### src/rtl/core/ewq_pkg.sv
// Shared types and constants of the event wait-queue unit.
package ewq_pkg;

  // Width of a task id as it travels on the ports and in the slot store.
  localparam int TASK_W = 4;

  // Number of release items a single send may report.
  localparam int MAX_RESULTS = 8;
  localparam int NREL_W = $clog2(MAX_RESULTS + 1);

  typedef enum logic [1:0] {
    OP_WAIT   = 2'd0,
    OP_SEND   = 2'd1,
    OP_GIVEUP = 2'd2,
    OP_NONE   = 2'd3
  } op_t;

  // One result item handed from the sequencer to the output register.
  typedef struct packed {
    logic              valid;
    logic              status;
    logic              rel_valid;
    logic [TASK_W-1:0] rel_task;
    logic              last;
  } push_t;

endpackage

### src/rtl/core/ewq_store.sv
// State memories of the event wait-queue unit: slot bitmaps, slot task ids, task masks.
module ewq_store #(
  parameter int NUM_EVENTS  = 32,
  parameter int QUEUE_SLOTS = 8,
  parameter int NUM_TASKS   = 16,
  parameter int EW = (NUM_EVENTS > 1) ? $clog2(NUM_EVENTS) : 1,
  parameter int TW = $clog2(NUM_TASKS),
  parameter int AW = (NUM_EVENTS * QUEUE_SLOTS > 1) ? $clog2(NUM_EVENTS * QUEUE_SLOTS) : 1
) (
  input  logic                        clk,
  input  logic                        rst,
  input  logic                        used_re,
  input  logic [EW-1:0]               used_raddr,
  output logic [QUEUE_SLOTS-1:0]      used_rdata,
  input  logic                        used_we,
  input  logic [EW-1:0]               used_waddr,
  input  logic [QUEUE_SLOTS-1:0]      used_wdata,
  input  logic                        st_re,
  input  logic [AW-1:0]               st_raddr,
  output logic [ewq_pkg::TASK_W-1:0]  st_rdata,
  input  logic                        st_we,
  input  logic [AW-1:0]               st_waddr,
  input  logic [ewq_pkg::TASK_W-1:0]  st_wdata,
  input  logic                        tm_re,
  input  logic [TW-1:0]               tm_raddr,
  output logic [NUM_EVENTS-1:0]       tm_rdata,
  input  logic                        tm_we,
  input  logic [TW-1:0]               tm_waddr,
  input  logic [NUM_EVENTS-1:0]       tm_wdata
);

  localparam int ST_DEPTH = NUM_EVENTS * QUEUE_SLOTS;

  logic [QUEUE_SLOTS-1:0]     used_mem [NUM_EVENTS];
  logic [NUM_EVENTS-1:0]      used_vld;
  logic [QUEUE_SLOTS-1:0]     used_q;
  logic                       used_q_vld;

  logic [ewq_pkg::TASK_W-1:0] st_mem [ST_DEPTH];

  logic [NUM_EVENTS-1:0]      tm_mem [NUM_TASKS];
  logic [NUM_TASKS-1:0]       tm_vld;
  logic [NUM_EVENTS-1:0]      tm_q;
  logic                       tm_q_vld;

  // Bitmap and mask entries that were never written since reset read as zero.
  always_ff @(posedge clk) begin
    if (rst) begin
      used_vld <= '0;
      tm_vld   <= '0;
    end else begin
      if (used_we) used_vld[used_waddr] <= 1'b1;
      if (tm_we) tm_vld[tm_waddr] <= 1'b1;
    end
  end

  always_ff @(posedge clk) begin
    if (used_we) used_mem[used_waddr] <= used_wdata;
    if (used_re) begin
      used_q     <= used_mem[used_raddr];
      used_q_vld <= used_vld[used_raddr];
    end
  end

  always_ff @(posedge clk) begin
    if (st_we) st_mem[st_waddr] <= st_wdata;
    if (st_re) st_rdata <= st_mem[st_raddr];
  end

  always_ff @(posedge clk) begin
    if (tm_we) tm_mem[tm_waddr] <= tm_wdata;
    if (tm_re) begin
      tm_q     <= tm_mem[tm_raddr];
      tm_q_vld <= tm_vld[tm_raddr];
    end
  end

  assign used_rdata = used_q_vld ? used_q : '0;
  assign tm_rdata   = tm_q_vld ? tm_q : '0;

endmodule

### src/rtl/core/ewq_seq.sv
// Sequencer of the event wait-queue unit: read-modify-write walks over the state memories.
module ewq_seq #(
  parameter int NUM_EVENTS  = 32,
  parameter int QUEUE_SLOTS = 8,
  parameter int NUM_TASKS   = 16,
  parameter int EW = (NUM_EVENTS > 1) ? $clog2(NUM_EVENTS) : 1,
  parameter int SW = (QUEUE_SLOTS > 1) ? $clog2(QUEUE_SLOTS) : 1,
  parameter int TW = $clog2(NUM_TASKS),
  parameter int AW = (NUM_EVENTS * QUEUE_SLOTS > 1) ? $clog2(NUM_EVENTS * QUEUE_SLOTS) : 1
) (
  input  logic                        clk,
  input  logic                        rst,
  input  logic                        in_valid,
  output logic                        idle,
  input  logic [1:0]                  op,
  input  logic [ewq_pkg::TASK_W-1:0]  task_id,
  input  logic [31:0]                 event_mask,
  input  logic [4:0]                  event_number,
  output ewq_pkg::push_t              push,
  input  logic                        push_ok,
  output logic                        used_re,
  output logic [EW-1:0]               used_raddr,
  input  logic [QUEUE_SLOTS-1:0]      used_rdata,
  output logic                        used_we,
  output logic [EW-1:0]               used_waddr,
  output logic [QUEUE_SLOTS-1:0]      used_wdata,
  output logic                        st_re,
  output logic [AW-1:0]               st_raddr,
  input  logic [ewq_pkg::TASK_W-1:0]  st_rdata,
  output logic                        st_we,
  output logic [AW-1:0]               st_waddr,
  output logic [ewq_pkg::TASK_W-1:0]  st_wdata,
  output logic                        tm_re,
  output logic [TW-1:0]               tm_raddr,
  input  logic [NUM_EVENTS-1:0]       tm_rdata,
  output logic                        tm_we,
  output logic [TW-1:0]               tm_waddr,
  output logic [NUM_EVENTS-1:0]       tm_wdata
);

  localparam logic [QUEUE_SLOTS-1:0] SLOT_ONE  = QUEUE_SLOTS'(1);
  localparam logic [NUM_EVENTS-1:0]  EVENT_ONE = NUM_EVENTS'(1);

  typedef enum logic [14:0] {
    ST_IDLE   = 15'b000000000000001,
    ST_G_MASK = 15'b000000000000010,
    ST_G_NEXT = 15'b000000000000100,
    ST_G_USED = 15'b000000000001000,
    ST_G_SLOT = 15'b000000000010000,
    ST_C_NEXT = 15'b000000000100000,
    ST_C_USED = 15'b000000001000000,
    ST_A_NEXT = 15'b000000010000000,
    ST_A_USED = 15'b000000100000000,
    ST_S_USED = 15'b000001000000000,
    ST_S_SLOT = 15'b000010000000000,
    ST_S_TASK = 15'b000100000000000,
    ST_S_MASK = 15'b001000000000000,
    ST_S_PUSH = 15'b010000000000000,
    ST_FINAL  = 15'b100000000000000
  } state_t;

  state_t                     state;
  logic [1:0]                 op_r;
  logic [ewq_pkg::TASK_W-1:0] tid_r;
  logic [TW-1:0]              tidx;
  logic [NUM_EVENTS-1:0]      wmask;
  logic [EW-1:0]              evn;
  logic [NUM_EVENTS-1:0]      scan;
  logic [EW-1:0]              cur_e;
  logic [QUEUE_SLOTS-1:0]     pending;
  logic [QUEUE_SLOTS-1:0]     cur_used;
  logic                       cmp_vld;
  logic [SW-1:0]              cmp_s;
  logic [ewq_pkg::TASK_W-1:0] t_reg;
  logic                       pend_vld;
  logic [ewq_pkg::TASK_W-1:0] pend_task;
  logic [ewq_pkg::TASK_W-1:0] new_task;
  logic [ewq_pkg::NREL_W-1:0] nrel;
  logic                       fin_status;
  logic                       fin_rv;
  logic [ewq_pkg::TASK_W-1:0] fin_rt;

  logic                       task_ok;
  logic                       ev_ok;
  logic [EW-1:0]              e_pick;
  logic [SW-1:0]              s_pick;
  logic [SW-1:0]              free_s;
  logic [QUEUE_SLOTS-1:0]     cur_used_n;
  logic [NUM_EVENTS-1:0]      m_n;
  logic                       st_task_ok;

  function automatic logic [EW-1:0] low_set_ev(input logic [NUM_EVENTS-1:0] v);
    logic [EW-1:0] r;
    r = '0;
    for (int i = NUM_EVENTS - 1; i >= 0; i--) begin
      if (v[i]) r = EW'(i);
    end
    return r;
  endfunction

  function automatic logic [SW-1:0] low_set_slot(input logic [QUEUE_SLOTS-1:0] v);
    logic [SW-1:0] r;
    r = '0;
    for (int i = QUEUE_SLOTS - 1; i >= 0; i--) begin
      if (v[i]) r = SW'(i);
    end
    return r;
  endfunction

  function automatic logic [AW-1:0] slot_addr(input logic [EW-1:0] e, input logic [SW-1:0] s);
    return AW'(32'(e) * QUEUE_SLOTS + 32'(s));
  endfunction

  assign task_ok    = 32'(task_id) < NUM_TASKS;
  assign ev_ok      = 32'(event_number) < NUM_EVENTS;
  assign e_pick     = low_set_ev(scan);
  assign s_pick     = low_set_slot(pending);
  assign free_s     = low_set_slot(~used_rdata);
  assign st_task_ok = 32'(st_rdata) < NUM_TASKS;
  assign m_n        = tm_rdata & ~(EVENT_ONE << evn);
  assign idle       = (state == ST_IDLE);

  // Give-up compares the slot read in the previous cycle against the task.
  always_comb begin
    cur_used_n = cur_used;
    if (cmp_vld && (st_rdata == tid_r)) cur_used_n = cur_used & ~(SLOT_ONE << cmp_s);
  end

  always_comb begin
    used_re    = 1'b0;
    used_raddr = e_pick;
    used_we    = 1'b0;
    used_waddr = cur_e;
    used_wdata = '0;
    st_re      = 1'b0;
    st_raddr   = slot_addr(cur_e, s_pick);
    st_we      = 1'b0;
    st_waddr   = slot_addr(cur_e, free_s);
    st_wdata   = tid_r;
    tm_re      = 1'b0;
    tm_raddr   = tidx;
    tm_we      = 1'b0;
    tm_waddr   = tidx;
    tm_wdata   = '0;
    push       = '0;
    unique case (state)
      ST_IDLE: begin
        tm_raddr   = TW'(task_id);
        used_raddr = EW'(event_number);
        if (in_valid && task_ok &&
            ((op == ewq_pkg::OP_WAIT) || (op == ewq_pkg::OP_GIVEUP))) tm_re = 1'b1;
        if (in_valid && ev_ok && (op == ewq_pkg::OP_SEND)) used_re = 1'b1;
      end
      ST_G_NEXT: begin
        if (scan == '0) tm_we = 1'b1;
        else used_re = 1'b1;
      end
      ST_G_SLOT: begin
        if (pending == '0) begin
          used_we    = 1'b1;
          used_wdata = cur_used_n;
        end else begin
          st_re = 1'b1;
        end
      end
      ST_C_NEXT: begin
        if (scan == '0) begin
          tm_we    = 1'b1;
          tm_wdata = wmask;
        end else begin
          used_re = 1'b1;
        end
      end
      ST_A_NEXT: begin
        if (scan != '0) used_re = 1'b1;
      end
      ST_A_USED: begin
        used_we    = 1'b1;
        used_wdata = used_rdata | (SLOT_ONE << free_s);
        st_we      = 1'b1;
      end
      ST_S_SLOT: begin
        used_waddr = evn;
        st_raddr   = slot_addr(evn, s_pick);
        if (pending == '0) used_we = 1'b1;
        else st_re = 1'b1;
      end
      ST_S_TASK: begin
        tm_raddr = TW'(st_rdata);
        if (st_task_ok) tm_re = 1'b1;
      end
      ST_S_MASK: begin
        tm_waddr = TW'(t_reg);
        tm_wdata = m_n;
        if (tm_rdata != '0) tm_we = 1'b1;
      end
      ST_S_PUSH: begin
        push.valid     = 1'b1;
        push.rel_valid = 1'b1;
        push.rel_task  = pend_task;
      end
      ST_FINAL: begin
        push.valid     = 1'b1;
        push.status    = fin_status;
        push.rel_valid = fin_rv;
        push.rel_task  = fin_rt;
        push.last      = 1'b1;
      end
      default: begin
      end
    endcase
  end

  always_ff @(posedge clk) begin
    if (rst) begin
      state    <= ST_IDLE;
      cmp_vld  <= 1'b0;
      pend_vld <= 1'b0;
      nrel     <= '0;
    end else begin
      unique case (state)
        ST_IDLE: begin
          if (in_valid) begin
            op_r       <= op;
            tid_r      <= task_id;
            tidx       <= TW'(task_id);
            wmask      <= event_mask[NUM_EVENTS-1:0];
            evn        <= EW'(event_number);
            nrel       <= '0;
            pend_vld   <= 1'b0;
            cmp_vld    <= 1'b0;
            fin_status <= 1'b0;
            fin_rv     <= 1'b0;
            fin_rt     <= '0;
            if (task_ok && ((op == ewq_pkg::OP_WAIT) || (op == ewq_pkg::OP_GIVEUP))) begin
              state <= ST_G_MASK;
            end else if (ev_ok && (op == ewq_pkg::OP_SEND)) begin
              state <= ST_S_USED;
            end else begin
              state <= ST_FINAL;
            end
          end
        end
        ST_G_MASK: begin
          scan  <= tm_rdata;
          state <= ST_G_NEXT;
        end
        ST_G_NEXT: begin
          if (scan == '0) begin
            if (op_r == ewq_pkg::OP_WAIT) begin
              scan  <= wmask;
              state <= ST_C_NEXT;
            end else begin
              state <= ST_FINAL;
            end
          end else begin
            scan[e_pick] <= 1'b0;
            cur_e        <= e_pick;
            state        <= ST_G_USED;
          end
        end
        ST_G_USED: begin
          cur_used <= used_rdata;
          pending  <= used_rdata;
          cmp_vld  <= 1'b0;
          state    <= ST_G_SLOT;
        end
        ST_G_SLOT: begin
          cur_used <= cur_used_n;
          if (pending == '0) begin
            cmp_vld <= 1'b0;
            state   <= ST_G_NEXT;
          end else begin
            pending[s_pick] <= 1'b0;
            cmp_s           <= s_pick;
            cmp_vld         <= 1'b1;
          end
        end
        ST_C_NEXT: begin
          if (scan == '0) begin
            scan  <= wmask;
            state <= ST_A_NEXT;
          end else begin
            scan[e_pick] <= 1'b0;
            state        <= ST_C_USED;
          end
        end
        ST_C_USED: begin
          if (&used_rdata) begin
            fin_status <= 1'b1;
            state      <= ST_FINAL;
          end else begin
            state <= ST_C_NEXT;
          end
        end
        ST_A_NEXT: begin
          if (scan == '0) begin
            state <= ST_FINAL;
          end else begin
            scan[e_pick] <= 1'b0;
            cur_e        <= e_pick;
            state        <= ST_A_USED;
          end
        end
        ST_A_USED: begin
          state <= ST_A_NEXT;
        end
        ST_S_USED: begin
          pending <= used_rdata;
          state   <= ST_S_SLOT;
        end
        ST_S_SLOT: begin
          if (pending == '0) begin
            fin_rv   <= pend_vld;
            fin_rt   <= pend_vld ? pend_task : '0;
            pend_vld <= 1'b0;
            state    <= ST_FINAL;
          end else begin
            pending[s_pick] <= 1'b0;
            state           <= ST_S_TASK;
          end
        end
        ST_S_TASK: begin
          t_reg <= st_rdata;
          state <= st_task_ok ? ST_S_MASK : ST_S_SLOT;
        end
        ST_S_MASK: begin
          if ((tm_rdata != '0) && (m_n == '0) && (32'(nrel) < ewq_pkg::MAX_RESULTS)) begin
            if (!pend_vld) begin
              pend_vld  <= 1'b1;
              pend_task <= t_reg;
              nrel      <= nrel + 1'b1;
              state     <= ST_S_SLOT;
            end else begin
              new_task <= t_reg;
              state    <= ST_S_PUSH;
            end
          end else begin
            state <= ST_S_SLOT;
          end
        end
        ST_S_PUSH: begin
          if (push_ok) begin
            pend_task <= new_task;
            nrel      <= nrel + 1'b1;
            state     <= ST_S_SLOT;
          end
        end
        ST_FINAL: begin
          if (push_ok) state <= ST_IDLE;
        end
        default: begin
          state <= ST_IDLE;
        end
      endcase
    end
  end

endmodule

### src/rtl/core/event_wait_queue_unit.sv
// Top level of the event wait-queue unit: sequencer, state memories and output register.
//
//   Channel  Direction  Handshake            Payload
//   in       input      in_valid / in_stall  op, task_id, event_mask, event_number
//   out      output     out_valid / out_stall  status, released_valid, released_task, last
//
// One item is worked on at a time; in_stall is high from the cycle after an item is
// accepted until its final result has been loaded into the output register.
// A give-up walks each event in the task's wait mask and compares every queued slot
// of it against the task; a wait does the same, then checks that no masked queue is
// full and claims a slot in each. A send walks the queued slots of its event and
// reads each owner's wait mask, clearing the event from it.
// Reset clears all control state and the valid bits of the bitmap and mask memories,
// so there is no clearing pass. A stalled output holds its item while the next input
// item may already be accepted; inner release items wait for the output register.
module event_wait_queue_unit #(
  parameter int NUM_EVENTS  = 32,
  parameter int QUEUE_SLOTS = 8,
  parameter int NUM_TASKS   = 16
) (
  input  logic                        clk,
  input  logic                        rst,
  input  logic                        in_valid,
  output logic                        in_stall,
  input  logic [1:0]                  op,
  input  logic [ewq_pkg::TASK_W-1:0]  task_id,
  input  logic [31:0]                 event_mask,
  input  logic [4:0]                  event_number,
  output logic                        out_valid,
  input  logic                        out_stall,
  output logic                        status,
  output logic                        released_valid,
  output logic [ewq_pkg::TASK_W-1:0]  released_task,
  output logic                        last
);

  localparam int EW = (NUM_EVENTS > 1) ? $clog2(NUM_EVENTS) : 1;
  localparam int SW = (QUEUE_SLOTS > 1) ? $clog2(QUEUE_SLOTS) : 1;
  localparam int TW = $clog2(NUM_TASKS);
  localparam int AW = (NUM_EVENTS * QUEUE_SLOTS > 1) ? $clog2(NUM_EVENTS * QUEUE_SLOTS) : 1;

  logic                       seq_idle;
  ewq_pkg::push_t             push;
  logic                       push_ok;

  logic                       used_re;
  logic [EW-1:0]              used_raddr;
  logic [QUEUE_SLOTS-1:0]     used_rdata;
  logic                       used_we;
  logic [EW-1:0]              used_waddr;
  logic [QUEUE_SLOTS-1:0]     used_wdata;
  logic                       st_re;
  logic [AW-1:0]              st_raddr;
  logic [ewq_pkg::TASK_W-1:0] st_rdata;
  logic                       st_we;
  logic [AW-1:0]              st_waddr;
  logic [ewq_pkg::TASK_W-1:0] st_wdata;
  logic                       tm_re;
  logic [TW-1:0]              tm_raddr;
  logic [NUM_EVENTS-1:0]      tm_rdata;
  logic                       tm_we;
  logic [TW-1:0]              tm_waddr;
  logic [NUM_EVENTS-1:0]      tm_wdata;

  // The input side is open only while the sequencer has no item in hand.
  assign in_stall = !seq_idle;

  // The output register can take a new item when it is empty or being drained.
  assign push_ok = !out_valid || !out_stall;

  ewq_seq #(
    .NUM_EVENTS (NUM_EVENTS),
    .QUEUE_SLOTS(QUEUE_SLOTS),
    .NUM_TASKS  (NUM_TASKS),
    .EW         (EW),
    .SW         (SW),
    .TW         (TW),
    .AW         (AW)
  ) u_seq (
    .clk         (clk),
    .rst         (rst),
    .in_valid    (in_valid),
    .idle        (seq_idle),
    .op          (op),
    .task_id     (task_id),
    .event_mask  (event_mask),
    .event_number(event_number),
    .push        (push),
    .push_ok     (push_ok),
    .used_re     (used_re),
    .used_raddr  (used_raddr),
    .used_rdata  (used_rdata),
    .used_we     (used_we),
    .used_waddr  (used_waddr),
    .used_wdata  (used_wdata),
    .st_re       (st_re),
    .st_raddr    (st_raddr),
    .st_rdata    (st_rdata),
    .st_we       (st_we),
    .st_waddr    (st_waddr),
    .st_wdata    (st_wdata),
    .tm_re       (tm_re),
    .tm_raddr    (tm_raddr),
    .tm_rdata    (tm_rdata),
    .tm_we       (tm_we),
    .tm_waddr    (tm_waddr),
    .tm_wdata    (tm_wdata)
  );

  ewq_store #(
    .NUM_EVENTS (NUM_EVENTS),
    .QUEUE_SLOTS(QUEUE_SLOTS),
    .NUM_TASKS  (NUM_TASKS),
    .EW         (EW),
    .TW         (TW),
    .AW         (AW)
  ) u_store (
    .clk       (clk),
    .rst       (rst),
    .used_re   (used_re),
    .used_raddr(used_raddr),
    .used_rdata(used_rdata),
    .used_we   (used_we),
    .used_waddr(used_waddr),
    .used_wdata(used_wdata),
    .st_re     (st_re),
    .st_raddr  (st_raddr),
    .st_rdata  (st_rdata),
    .st_we     (st_we),
    .st_waddr  (st_waddr),
    .st_wdata  (st_wdata),
    .tm_re     (tm_re),
    .tm_raddr  (tm_raddr),
    .tm_rdata  (tm_rdata),
    .tm_we     (tm_we),
    .tm_waddr  (tm_waddr),
    .tm_wdata  (tm_wdata)
  );

  // Output register. The valid flag is reset; the payload is loaded with each item.
  always_ff @(posedge clk) begin
    if (rst) begin
      out_valid <= 1'b0;
    end else if (push.valid && push_ok) begin
      out_valid <= 1'b1;
    end else if (!out_stall) begin
      out_valid <= 1'b0;
    end
  end

  always_ff @(posedge clk) begin
    if (push.valid && push_ok) begin
      status         <= push.status;
      released_valid <= push.rel_valid;
      released_task  <= push.rel_task;
      last           <= push.last;
    end
  end

  // An item without a released task always closes the results of its input item.
  a_norel_last: assert property (@(posedge clk) disable iff (rst)
    out_valid && !released_valid |-> last)
    else $error("result without a released task is not marked last");

  // A rejected wait never reports a release.
  a_reject_norel: assert property (@(posedge clk) disable iff (rst)
    out_valid && status |-> !released_valid)
    else $error("rejected wait carries a released task");

  // Once an item is accepted the input side closes for at least the next cycle.
  a_accept_stall: assert property (@(posedge clk) disable iff (rst)
    in_valid && !in_stall |=> in_stall)
    else $error("input side stayed open after an item was accepted");

  // A result item with no release carries task zero.
  a_norel_task: assert property (@(posedge clk) disable iff (rst)
    out_valid && !released_valid |-> released_task == '0)
    else $error("result without a release carries a nonzero task id");

endmodule

### config.mk
export PLATFORM = sky130hd
export DESIGN_NAME = event_wait_queue_unit
export DESIGN_NICKNAME = d
export VERILOG_FILES = /design/src/rtl/core/ewq_pkg.sv /design/src/rtl/core/ewq_store.sv /design/src/rtl/core/ewq_seq.sv /design/src/rtl/core/event_wait_queue_unit.sv
export SDC_FILE = /design/constraint.sdc
export NUM_CORES = 2
export LEC_CHECK = 0
export ABC_AREA = 1
export BUFFER_PORTS_ARGS = -buffer_cell sky130_fd_sc_hd__buf_2
export CAP_MARGIN = 20
export CORE_MARGIN = 3
export CORE_UTILIZATION = 50
export DETAILED_ROUTE_END_ITERATION = 8
export HOLD_SLACK_MARGIN = 0.15
export PLACE_DENSITY = 0.65
export SYNTH_ARGS = -nofsm -noshare
export SYNTH_HDL_FRONTEND = slang
export SYNTH_SLANG_ARGS = --single-unit
### constraint.sdc
create_clock -name clk -period 12.6 [get_ports clk]
set_input_delay 0.63 -clock clk [delete_from_list [all_inputs] [get_ports clk]]
set_output_delay 0.63 -clock clk [all_outputs]
set_load 0.01 [all_outputs]
* Yosys cells after proc, flatten, opt, wreduce, memory -nomap -nowiden
Memory sizes are Yosys's and may differ from the RTL's. A register that Yosys moved wholly into a read port is not among the register bits.
Cells that the tools add are included.
W data, S select, Z words.
** Storage, ports and cells
- Bits in registers :: 196
- Latch bits :: 0
- Memory bits (writable) :: 1792
- Bits in read-only memories :: 0
- Input bits :: 47
- Output and inout port bits :: 9
- Logic and storage cells :: 287
- Memories kept :: 3
** Memory list
- u_store.st_mem :: words 256, width 4, read ports 1, clocked after Yosys merged registers in 1, write ports 1, RTL line ewq_store.sv:39 : logic [ewq_pkg::TASK_W-1:0] st_mem [ST_DEPTH];
- u_store.tm_mem :: words 16, width 32, read ports 1, clocked after Yosys merged registers in 1, write ports 1, RTL line ewq_store.sv:41 : logic [NUM_EVENTS-1:0] tm_mem [NUM_TASKS];
- u_store.used_mem :: words 32, width 8, read ports 1, clocked after Yosys merged registers in 1, write ports 1, RTL line ewq_store.sv:34 : logic [QUEUE_SLOTS-1:0] used_mem [NUM_EVENTS];
** Cells by class
- Add/subtract/negate cells :: 4
- Multipliers :: 0
- Div/mod/pow operators :: 0
- $lt $le $gt $ge :: 11
- Equality and inequality tests :: 30
- Shifts and indexed selects :: 3
- Mux-type cells :: 141
- Bitwise logic cells :: 15
- Reduce and logical (&&, ||, !) cells :: 52
** Operator list (number)
- $pmux W15 S15 :: 1
- $mux W32 :: 6
- $mux W5 :: 34
- $mux W15 :: 11
- $pmux W32 S4 :: 1
- $and A32 B32 Y32 :: 2
- $logic_not A32 Y1 :: 2
- $not A32 Y32 :: 2
- $pmux W32 S2 :: 1
- $reduce_bool A32 Y1 :: 2
- $mux W3 :: 16
- $mux W8 :: 6
- $pmux W8 S2 :: 3
- $mux W4 :: 10
- $or A32 B32 Y32 :: 1
- $shl A1 B5 Y32 const A :: 1
- $mux W1 :: 31
- $mux W14 :: 2
- $add A8 B3 Y8 :: 3
- $not A8 Y8 :: 3
- $pmux W4 S2 :: 3
- $reduce_and A4 Y1 :: 6
- $lt A5 B6 Y1 const B :: 3
- $and A8 B8 Y8 :: 2
- 54 further kinds :: 104

* Logic depth before layout (Yosys ltp)
- Depth after elaboration :: 40
- Gate-level depth with buffers :: 43
- Depth with buffers taken out :: 41

* Modules after synthesis
Synthesis repeated with hierarchy kept, for this count alone.
** Unflattened totals
- Cell total of the unflattened synthesis :: 7313
- Area total of the unflattened synthesis :: 84548.6 um^2
** Modules (own cells, without submodules)
- ewq_store :: instances 1, cells each 6227, area each 76084.2 um^2, sequential area each 56153.9 um^2
- ewq_seq :: instances 1, cells each 1073, area each 8206.6 um^2, sequential area each 3933.8 um^2
- event_wait_queue_unit :: instances 1, cells each 13, area each 257.7 um^2, sequential area each 230.2 um^2

* Least setup slack after synthesis
OpenSTA, ideal clock, no wires.
- Kind :: register to register
- From :: register u_seq.tid_r (netlist bit u_seq.st_wdata[0])
- To :: memory u_store.used_mem[0][0] (data pin)
- Setup time :: 0.454 ns
- Data arrival time :: 5.977 ns
- Data required time :: 12.146 ns
- Path slack :: 6.169 ns
- Cell stages (with the launch flop) :: 9
- Buffers on the path :: 0
- Period minus slack after synthesis :: 6.431 ns
- Cell sequence :: edfxtp_1 -> inv_1 -> o22ai_1 -> a21oi_1 -> o2111ai_1 -> a221oi_1 -> nand4_1 -> nand3_1 -> o21ai_0
** Between the ends
- Word-level cells in the longest chain between the ends :: 5
** Ends and longest elaborated chain
- from (decl) :: RTL line ewq_seq.sv:64 : logic [ewq_pkg::TASK_W-1:0] tid_r;
- from (signal assigned) :: RTL line ewq_seq.sv:225 : tid_r <= task_id;
- $eq A4 B4 Y1 :: RTL line ewq_seq.sv:126 : if (cmp_vld && (st_rdata == tid_r)) cur_used_n = cur_used & ~(SLOT_ONE << cmp_s);
- $logic_and A1 B1 Y1 :: RTL line ewq_seq.sv:126
- $mux W8 :: RTL line ewq_seq.sv:126
- $mux W8 :: RTL line ewq_seq.sv:159 : if (pending == '0) begin
- $pmux W8 S2 :: RTL line ewq_seq.sv:146 : unique case (state)
- net u_seq.used_wdata[0] :: RTL line ewq_seq.sv:26 : output logic [QUEUE_SLOTS-1:0] used_wdata,
- to (decl) :: RTL line ewq_store.sv:34
The timed path passes the listed nets, and every way through them passes these cells.

* Worst setup path in the final report
- From :: register u_seq.pending[7]
- To :: register u_store.st_rdata[3] (netlist name), read port of u_store.st_mem (data pin)
** Between the ends
- Word-level cells in the longest chain between the ends :: 10
- Elaborated cells between the ends (all ways) :: 14
- Those cells by class :: 2 x add/sub; 11 x mux; 1 x reduce/logical
** Ends and longest elaborated chain
- from (decl) :: RTL line ewq_seq.sv:70 : logic [QUEUE_SLOTS-1:0] pending;
- from (signal assigned) :: RTL line ewq_seq.sv:264 : pending <= used_rdata;
- from (signal assigned) :: RTL line ewq_seq.sv:309 : pending <= used_rdata;
- $mux W3 (8 in series) :: RTL line ewq_seq.sv:105 : if (v[i]) r = SW'(i);
- $add A8 B3 Y8 :: RTL line ewq_seq.sv:111 : return AW'(32'(e) * QUEUE_SLOTS + 32'(s));
- $mux W8 :: RTL line ewq_seq.sv:146
- to (decl) :: RTL line ewq_store.sv:20 : output logic [ewq_pkg::TASK_W-1:0] st_rdata,
Several ways; a longest one is shown, not always the timed one.
A chain may end at the register's enable or synchronous reset.

==> results.yml <==
clocking:
  cts_tree: "yes"
  clk-insertion-delay-late_ns: 0.86
  cts.sinks: 2032
  cts_resized: 0
  hold_buffers: 44
  cts-htree-levels: 4
  cts_root_buffer: "clkbuf_16"
  cts_made_buffers: 203
  post_cts_buffers: 0
  clk_path_buf_depth: 3
  clk_pin_slew_ns: 0.07
timing:
  report.final.setup_viol: 0
  worst_clock_skew_ns: 0.0671
  period_share: 0.455
  maxSlewViolCount: 0
  rsz0062_at_grt: "no"
  hold_violations: 0
  fmax_mhz: 174
  worst_pin_slew_ns: 1.21
  whs_ns: 0.409
  fin_tns_setup_ns: 0
  max_slew_margin: 0.186
  period_minus_slack_ns: 5.73
routing:
  drt_first_pass_iters: 6
  drt-total-wl_mm: 224
  route.top_layer_used: "met4"
  vias_per_cell: 5.92
  drt_iter0_drc: 7089
  avgRoutedWirePerCell_microns: 23.9
  antenna_left: 0
  met3WireLength_mm: 19.6
  vias: 55300
  drc: 0
  wl_met2_mm: 103
  wl_met1_mm: 90.6
critical_path:
  worst_path_max_delay_cell: "buf_4"
  critPathLaunchType: "register"
  critPathArrivalTime_ns: 6.46
  path_delay_family: "buffers and inverters"
  cpPeakStageDelay_ns: 0.75
  worstPathMaxFanout: 84
  crit_top_cell: "buf_4"
  endpoint_kind: "register"
  required_ns: 13.33
  worst-path-buf-inv: 5
  worst-setup-path-type: "register to register"
  path_cells: "a21oi_1, o21ai_1, nand2_1, nand2_1, nand2_4, buf_4, nand2_1, inv_4, buf_4, buf_4, a22o_1, a21oi_1, a31oi_1, a2111oi_0, buf_4, o21ai_0, or4_1"
synth:
  synth_nets: 6975
  synth_cells: 6927
  synth_seq_cells: 2032
  avgSynthCellArea_sq_um: 12.1
  ys_async_sr_fraction: 0
  synthDistinctLibCells: 54
  seq_area_frac_synth: 0.721
  ys.flop_type: "edfxtp_1"
  synth_edf_count: 1962
  syn-cell-area_sq_mm: 0.0837
  yosys_warnings: 0
job:
  cap_viol_max_count: 0
final_layout:
  reg_top3: "u_store.st_mem: 1024 flops, u_store.tm_mem: 512 flops, u_store.used_mem: 256 flops"
  top_register: "u_store.st_mem"
  largest_register_ffs: 1024
  final.fill_count: 13400
  layout_commonest_cell: "edfxtp_1"
  area_delta_synth_final_pct: 11.7
  fin_util: 0.565
  layout.cells.non_filler: 9336
  drive_gt1_frac: 0.0773
  final_cell_mix: "edfxtp_1, nand2_1, nor2_1, inv_1, nand3_1"
  finalNetCount: 7020
die:
  ios: 56
  die_area_sq_mm: 0.172
  start_util: 0.505
  die_x_microns: 415
  core_area_sq_mm: 0.166
  die_y_microns: 415
  num_rows: 149
pwr:
  p_sw_frac: 0.249
  power_switching_uw: 3730
  p_per_area_mw_per_mm2: 160
  internal_power_uw: 11200
  ir_worst_vdd_uv: 169
  p_clk_frac: 0.399
  leakage_uw: 0.0320
  seq_power_share: 0.500
  comb_power_share: 0.101
run_status:
  status: "completed"
placed_design:
  dp_cells: 8902
  io_buffer_count: 55
  hpwlAfterDp_mm: 128
  gp_congestion: 0.949
global_routing:
  grt_max_degree: 216
  grtUsageTotal: 0.255
  grt_overflow: 0
  antenna_found_initial: 1
  grt_pass1_vias: 52500
  grt_first_pass_wirelength_mm: 334
hold_path:
  hold_path.class: "primary input to register"
==> worst paths after layout <==
check | end | slack, ns | start | depth (start not counted)
worst max-delay path | u_store.st_rdata[3] | 6.87 | u_seq.pending[7] | 17
worst min-delay path | u_store.tm_vld[3] | 0.41 | rst | 2
worst max register to register | u_store.st_rdata[3] | 6.87 | u_seq.pending[7] | 17
worst min register to register | u_seq.new_task[1] | 0.45 | u_seq.t_reg[1] | 0
==> routing by layer <==
metal / global-route usage / vias to the layer above
met5: 0 / -
met4: 0.109 / 0
met3: 0.0446 / 451
met2: 0.400 / 2631
met1: 0.354 / 27200
li1: - / 25000
==> layout make-up <==
class,instances,area (sq um),area share
clock buffers,265,5390,0.0577
clock inverters,112,1190,0.0128
flip-flops and latches,2032,60300,0.645
inverters,590,2240,0.0240
well taps,2189,2740,0.0293
diodes,3,7.51,0.0000803
multi-input cells,3903,19700,0.211
repair buffers,242,1870,0.0200
==> through the flow <==
step / setup WS [ns] / cell area, sq um / power [uW]
global placement: 6.89 / 86300 / 9090
finish: 6.87 / 93500 / 15000
global route: 6.51 / 93500 / 15500
detailed placement: 7.03 / 86300 / 9100
floorplan: 6.17 / 83700 / 8660
CTS: 7.03 / 93400 / 15000
==> synth_stat cells (3+ instances only) <==
master	instances	share of area
nor4_1	26	0.0019
a221oi_1	35	0.0037
o22ai_1	158	0.012
o211ai_1	276	0.025
edfxtp_1	1962	0.70
buf_6	8	0.0011
buf_2	64	0.0038
o21ai_1	6	0.00036
and3_1	3	0.00022
a221o_1	3	0.00036
nand2_1	1172	0.053
nor2_1	754	0.034
o21ai_0	395	0.024
clkinv_1	4	0.00018
o31ai_1	6	0.00054
a311oi_1	3	0.00031
inv_2	14	0.00063
clkbuf_1	276	0.012
a31oi_1	84	0.0063
o41ai_1	6	0.00063
a211oi_1	4	0.00036
a2111oi_0	7	0.00073
o21a_1	3	0.00027
or4_1	3	0.00027
nand3_1	484	0.029
nand4_1	43	0.0032
inv_1	572	0.026
a21oi_1	148	0.0089
nor3_1	34	0.0020
mux2i_1	60	0.0072
dfxtp_1	70	0.017
buf_4	8	0.00072
o21bai_1	16	0.0014
nand3b_1	36	0.0032
buf_1	46	0.0021
o221ai_1	16	0.0017
a22o_1	98	0.010
==> power groups by stage <==
stage	Sequential (uW)	Combinational, uW	Clock, uW
global route	7480	1660	6310
finish	7480	1510	5960
detailed placement	7620	1480	0
CTS	7480	1500	6030
global placement	7620	1470	0
floorplan	7650	1010	0
==> worst register-to-register path, delay by kind of cell, from the launching register on <==
kind | cells | cell delay, ns
buffers and inverters | 5 | 2.68
AND/OR/NAND/NOR | 5 | 1.30
AO/OA/AOI/OAI | 7 | 1.23
flip-flops | 1 | 0.43
==> kinds of logic after synthesis <==
kind of cell	Yosys count	share of synthesized area
AOI/OAI and AO/OA	1275	0.0975
xor gates and xnor gates	2	0.000209
muxes	60	0.00718
and+or+nand+nor	2565	0.127
adders and majority gates	1	0.000150
buffers and inverters	992	0.0465
DFF	2032	0.721
No activity file was read; power rests on OpenSTA's default activity.
